## src/hw/rtl/ccc_pkg.sv

```systemverilog
// ----------------------------------------------------------------------------
// ccc_pkg
// shared types, codes and helpers for the counter continuity classifier
// ----------------------------------------------------------------------------
package ccc_pkg;

  localparam logic [29:0] NS_PER_SEC = 30'd1000000000;

  typedef enum logic [2:0] {
    CONT_FIRST  = 3'd0,
    CONT_CONT   = 3'd1,
    CONT_SAME   = 3'd2,
    CONT_WRAP   = 3'd3,
    CONT_RESET  = 3'd4,
    CONT_DISC   = 3'd5,
    CONT_AMBIG  = 3'd6,
    CONT_UNDET  = 3'd7
  } cont_t;

  typedef enum logic [2:0] {
    CFG_WIDTH_MODE = 3'd0,
    CFG_MAX_GAP    = 3'd1,
    CFG_RATE_EN    = 3'd2,
    CFG_MAX_RATE   = 3'd3,
    CFG_RESET_EN   = 3'd4
  } cfg_idx_t;

  typedef enum logic [3:0] {
    K_FIRST,
    K_RANGE,
    K_ANOM,
    K_GAP,
    K_SAME,
    K_FWD,
    K_BWRAP,
    K_RESET,
    K_BACK
  } kind_t;

  typedef struct packed {
    kind_t       kind;
    logic        amb_chk;
    logic [63:0] delta;
  } item_t;

  function automatic logic [31:0] sat_inc(input logic [31:0] v, input logic en);
    sat_inc = (en && v != 32'hFFFF_FFFF) ? v + 32'd1 : v;
  endfunction

endpackage

```

## src/hw/rtl/ccc_front.sv

```systemverilog
// ----------------------------------------------------------------------------
// ccc_front
// input register, previous reading state and first classification
// ----------------------------------------------------------------------------
module ccc_front (
  input  logic                 clk,
  input  logic                 rst_n,
  input  logic                 adv,
  input  logic                 in_take,
  input  logic [63:0]          raw_value,
  input  logic [63:0]          observed_ns,
  input  logic                 observed_valid,
  input  logic [63:0]          received_ns,
  input  logic                 width_mode,
  input  logic [62:0]          max_gap_ns,
  input  logic                 reset_detect_enable,
  output logic                 s1_valid,
  output ccc_pkg::item_t       s1_item,
  output logic [63:0]          s1_gap
);

  logic        v_r;
  logic [63:0] raw_r, obs_r, rcv_r;
  logic        obsv_r;
  logic        base_r;
  logic [63:0] prev_raw_r, prev_obs_r, prev_rcv_r;
  logic        prev_obsv_r;

  logic        wraps32;
  logic [63:0] earlier, later, gap, backwards;
  logic        anomaly;

  assign wraps32 = ~width_mode;

  always_ff @(posedge clk) begin
    if (!rst_n) begin
      v_r <= 1'b0;
      base_r <= 1'b0;
      prev_obsv_r <= 1'b0;
    end else if (adv) begin
      v_r <= in_take;
      if (v_r) begin
        base_r <= 1'b1;
        prev_obsv_r <= obsv_r;
        if (!(base_r && wraps32 && raw_r[63:32] != 32'd0)) begin
          prev_raw_r <= raw_r;
        end
      end
    end
  end

  always_ff @(posedge clk) begin
    if (adv) begin
      if (in_take) begin
        raw_r <= raw_value;
        obs_r <= observed_ns;
        obsv_r <= observed_valid;
        rcv_r <= received_ns;
      end
      if (v_r) begin
        prev_obs_r <= obs_r;
        prev_rcv_r <= rcv_r;
      end
    end
  end

  always_comb begin
    if (obsv_r && prev_obsv_r) begin
      earlier = prev_obs_r;
      later = obs_r;
    end else begin
      earlier = prev_rcv_r;
      later = rcv_r;
    end
    anomaly = $signed(later) < $signed(earlier);
    gap = later - earlier;
    backwards = prev_raw_r - raw_r;
  end

  always_comb begin
    s1_item.amb_chk = wraps32;
    s1_item.delta = 64'd0;
    if (!base_r) begin
      s1_item.kind = ccc_pkg::K_FIRST;
    end else if (wraps32 && raw_r[63:32] != 32'd0) begin
      s1_item.kind = ccc_pkg::K_RANGE;
    end else if (anomaly) begin
      s1_item.kind = ccc_pkg::K_ANOM;
    end else if (max_gap_ns != 63'd0 && gap > {1'b0, max_gap_ns}) begin
      s1_item.kind = ccc_pkg::K_GAP;
    end else if (raw_r == prev_raw_r) begin
      s1_item.kind = ccc_pkg::K_SAME;
    end else if (raw_r > prev_raw_r) begin
      s1_item.kind = ccc_pkg::K_FWD;
      s1_item.delta = raw_r - prev_raw_r;
    end else if (wraps32 && backwards > 64'h8000_0000) begin
      s1_item.kind = ccc_pkg::K_BWRAP;
      s1_item.delta = 64'h1_0000_0000 - prev_raw_r + raw_r;
    end else if (reset_detect_enable) begin
      s1_item.kind = ccc_pkg::K_RESET;
    end else begin
      s1_item.kind = ccc_pkg::K_BACK;
    end
  end

  assign s1_valid = v_r;
  assign s1_gap = gap;

endmodule

```

## config.mk

```make
export PLATFORM = sky130hd
export DESIGN_NAME = ccc_front
export DESIGN_NICKNAME = d
export VERILOG_FILES = /design/src/hw/rtl/ccc_pkg.sv /design/src/hw/rtl/ccc_front.sv
export SDC_FILE = /design/constraint.sdc
export NUM_CORES = 1
export LEC_CHECK = 0
export BUFFER_PORTS_ARGS = -buffer_cell sky130_fd_sc_hd__buf_4
export CORE_MARGIN = 3
export CORE_UTILIZATION = 39
export DETAILED_ROUTE_END_ITERATION = 8
export GPL_TIMING_DRIVEN = 0
export PLACE_DENSITY = 0.6
export SLEW_MARGIN = 20
export SYNTH_ARGS = -nofsm -noshare
export SYNTH_HDL_FRONTEND = slang
export SYNTH_SLANG_ARGS = --single-unit
```

## constraint.sdc

```tcl
create_clock -name clk -period 22.2 [get_ports clk]
set_input_delay 5.55 -clock clk [delete_from_list [all_inputs] [get_ports clk]]
set_output_delay 5.55 -clock clk [all_outputs]
set_load 0.02 [all_outputs]
```

# [Yosys cells after proc, flatten, opt, wreduce, memory -nomap -nowiden]
# Cells that the tools add are included.
[totals] reg_bits=388 latch_bits=0 ramBits=0 rom_bits=0 inputBits=262 out_inout_bits=134 word_cells=50 mem_count=0
[op_classes] addsub=5 n_mul=0 div=0 magnitude_cmp=4 n_eq_ne=1 n_shift=0 mux=17 bitwise=2 reduce_logical=11
[op_table] operator="64-bit 2-to-1 mux" n=9
[op_table] operator="64-bit subtractor" n=3
[op_table] operator="64-bit adder" n=1
[op_table] operator="64-bit equality test" n=1
[op_table] operator="64-bit by 32-bit greater-than comparator with 1-bit output, second input constant" n=1
[op_table] operator="64-bit by 63-bit greater-than comparator with 1-bit output" n=1
[op_table] operator="64-bit greater-than comparator" n=1
[op_table] operator="64-bit < comparator" n=1
[op_table] operator="33-bit by 64-bit subtractor with 64-bit output, first input constant" n=1
[op_table] operator="63-bit nonzero test" n=1
[op_table] operator="4-bit 2-to-1 mux" n=8
[op_table] operator="32-bit nonzero test" n=1
[op_table] operator="1-bit logical AND" n=6
[op_table] operator="2-bit AND reduction" n=2
[op_table] operator="4-bit AND reduction" n=1
[op_table] operator="1-bit inverter" n=2

# [Depth between registers and ports, before layout]
[depth] depth_word=10 depth_mapped=32 mapped_depth_nobuf=29

# [Least setup slack after synthesis]
# No wires, ideal clock.
[synth_timing] kind="input-to-output" start="input max_gap_ns[49]" end="output s1_item[47] in the netlist's numbering" arrival_ns=8.826 required_time_ns=16.650 path_slack_ns=7.824 cell_stages=15 n_path_buf=2 path_cell_list="inv_1 ha_1 a21o_1 a21o_1 a2111oi_0 nor3_1 a2111oi_0 o2111a_1 a211o_1 nor4b_2 nor4b_2 nand4bb_1 buf_2 buf_2 a221oi_1"
[synth_rtl] item="start, declared" line_no="ccc_front.sv:15" text="input logic [62:0] max_gap_ns,"
[synth_rtl] item="end, declared" line_no="ccc_front.sv:18" text="output ccc_pkg::item_t s1_item,"

==> results.sh <==
export IMPL_status="finished, final reports clean"
export IMPL_cts_sinks=388
export IMPL_synth_avg_cell_area_um2=9.47
export IMPL_globalplace_congestion=0.978
export IMPL_switchingPower_mw=0.805
export IMPL_yosysWarnings=0
export IMPL_clock_skew_ps=30.0
export IMPL_post_cts_setup_buffers=0
export IMPL_die_w_um=294
export IMPL_wl_mm=115
export IMPL_nFillCells=8015
export IMPL_grt_ovfl_total=0
export IMPL_io_pins=396
export IMPL_internal_power_mw=1.58
export IMPL_ys_seq_area_share_pct=35.9
export IMPL_viasPerCell=5.63
export IMPL_setup_viol=0
export IMPL_antenna_found_initial=10
export IMPL_crit_path_top_delay_cell="clkbuf_1"
export IMPL_power_share_clock_pct=33.0
export IMPL_wl_per_cell_um=23.1
export IMPL_synthesis_area_um2=32400
export IMPL_finalNetCount=4516
export IMPL_cts_inserted_buffers=47
export IMPL_r2r_cells=7
export IMPL_slew_headroom_pct=18.7
export IMPL_ir_worst_vdd_v=0.0000578
export IMPL_hold_class="reg -> reg"
export IMPL_dieArea_um2=86600
export IMPL_cap_violations=0
export IMPL_syn_num_nets=4065
export IMPL_holdBufCountCts=0
export IMPL_die_y_um=294
export IMPL_synth_area_leaders="edfxtp_1, ha_1, a21oi_1"
export IMPL_synth_edf_count=385
export IMPL_p_leak_nw=16.2
export IMPL_dp_hpwl_mm=95.3
export IMPL_worstHoldStart="obs_r[63]$_DFFE_PP_"
export IMPL_postRouteAntennaNets=0
export IMPL_rsz0062_at_grt="false"
export IMPL_worst_slew_pin_slew_ps=1190
export IMPL_drc_errors=0
export IMPL_post_route_min_period_ps=17250
export IMPL_vias=28042
export IMPL_clk_pin_slew_ps=60
export IMPL_yosysTopAreaCellShare_pct=35.7
export IMPL_root_buffer="clkbuf_16"
export IMPL_combPwrFrac_pct=30.6
export IMPL_cp_end_kind="primary output"
export IMPL_grtUsageTotal_pct=25.9
export IMPL_dominantRegCellSynth="edfxtp_1"
export IMPL_drt_initial_drc_count=2039
export IMPL_ys_async_sr_fraction_pct=0
export IMPL_min_path_cells=0
export IMPL_r2r_start="raw_r[40]$_DFFE_PP_"
export IMPL_core_area_um2=82200
export IMPL_drive_gt1_share_pct=16.3
export IMPL_port_buffer_count=395
export IMPL_swShare_pct=33.8
export IMPL_r2r_end="prev_raw_r[40]$_DFFE_PP_"
export IMPL_cts_tree="done"
export IMPL_synth_top_area_cell="edfxtp_1"
export IMPL_critical_path_startpoint="obsv_r$_DFFE_PP_"
export IMPL_worstPathMaxFanout=10
export IMPL_syn_to_final_growth_pct=18.7
export IMPL_rrSetupSlack_ps=18710
export IMPL_power_mw=2.38
export IMPL_arrival_ps=11700
export IMPL_grt_max_degree=56
export IMPL_first_global_vias=28123
export IMPL_clk_path_buf_depth=3
export IMPL_period_share_pct=77.7
export IMPL_htree_levels=2
export IMPL_hold_viol_final=0
export IMPL_ys_seq_elements=388
export IMPL_p_seq_share_pct=36.4
export IMPL_insertion_delay_ps=620
export IMPL_worstSetupPathType="reg -> out"
export IMPL_netlist_instances=3422
export IMPL_num_rows=105
export IMPL_crit_required_ps=16650
export IMPL_start_util_pct=39.4
export IMPL_worst_setup_path_start_kind="register"
export IMPL_fmax_mhz=58.0
export IMPL_drv_slew=0
export IMPL_tns_ps=0
export IMPL_holdWs_ps=437
export IMPL_synth_cell_types=87
export IMPL_grt_pass1_wl_mm=171
export IMPL_max_stage_delay_ps=800
export IMPL_cts_resized=0
export IMPL_power_per_cell_area_nw_per_um2=61.9
export IMPL_crit_end="s1_item[9]"
export IMPL_first_pass_iters=8
routing by layer:
layer / share of wire, % / routed length, µm / global-route usage [%]
met5: 0.070 / 81 / 0
met4: 3.8 / 4380 / 9.23
met3: 7.2 / 8290 / 5.21
met2: 48 / 55800 / 45.3
met1: 40 / 46600 / 31.8
how the worst min path moves through the flow:
stage	endpoint	slack, ps
floorplan	prev_rcv_r[10]$_DFFE_PP_	420
global placement	prev_rcv_r[26]$_DFFE_PP_	420
detailed placement	prev_rcv_r[24]$_DFFE_PP_	430
CTS	prev_obs_r[55]$_DFFE_PP_	420
global route	prev_obs_r[55]$_DFFE_PP_	420
finish	prev_obs_r[63]$_DFFE_PP_	440
kinds of logic after synthesis:
family	share of synthesized area, %
compound gates	19.6
simple gates	12.5
mux	4.64
flops	35.9
fa+ha+maj	16.2
xor+xnor	5.38
buf+inv	5.86
cell type report:
type,instances,area (µm²),share of cell area [%]
antenna,1,2.50,0.00650
buffer,124,546,1.42
clock buffer,55,1210,3.13
clock inverter,31,367,0.953
inverter,361,1360,3.52
multi-input combinational,2549,18900,49.1
sequential,388,11600,30.2
tap,1070,1340,3.48
timing repair buffer,402,3140,8.17
state kept, by name, indices dropped and copies added, names as in the netlist:
name	cells
raw_r	64
obs_r	64
prev_raw_r	64
base_r	1
prev_obs_r	64
prev_rcv_r	64
s1_valid	1
obsv_r	1
rcv_r	64
prev_obsv_r	1
cell usage after synthesis (64+ instances only):
library cell,number
a211oi_1,72
a21oi_1,310
edfxtp_1,385
fa_1,64
ha_1,317
inv_1,361
mux2_2,65
mux2i_1,77
nand2_1,197
nand4_1,70
nor2_1,267
o21ai_0,186
xnor2_1,145
placed cells by master, fill, tap and decap left out, types with 65 or more instances in the layout:
master / n
edfxtp_1: 385
ha_1: 317
nand2_1: 197
buf_4: 400
inv_1: 361
xnor2_1: 145
a211oi_1: 72
nor2_1: 267
mux2i_1: 77
mux2_2: 65
nand4_1: 70
o21ai_0: 186
a21oi_1: 310
critical path, delay by kind of cell, from the launching register on:
family	cells	cell delay (ps)
AO/OA/AOI/OAI	11	4240
multiplexers	1	430
flip-flops	1	390
adder cells (fa/ha/maj)	2	780
AND/OR/NAND/NOR	11	2980
buffers and inverters	5	2220
power by group through the flow:
stage               Sequential [mW]  Combinational, mW  Clock, mW
floorplan                     0.877              0.462          0
global placement              0.890              0.714          0
detailed placement            0.883              0.717          0
CTS                           0.868              0.722      0.807
global route                  0.872              0.794      0.837
finish                        0.868              0.729      0.785
through the flow:
stage               area (µm²)  util, %  cells  setup WS, ps
global placement         36700     44.6   4887          5500
floorplan                32400        -   3422          7820
CTS                      38500     46.8   4980          5020
detailed placement       36900     44.9   4894          5700
finish                   38500     46.8   4981          4950
global route             38500     46.8   4980          4410
Note: power is estimated with default switching activity, not from simulation.
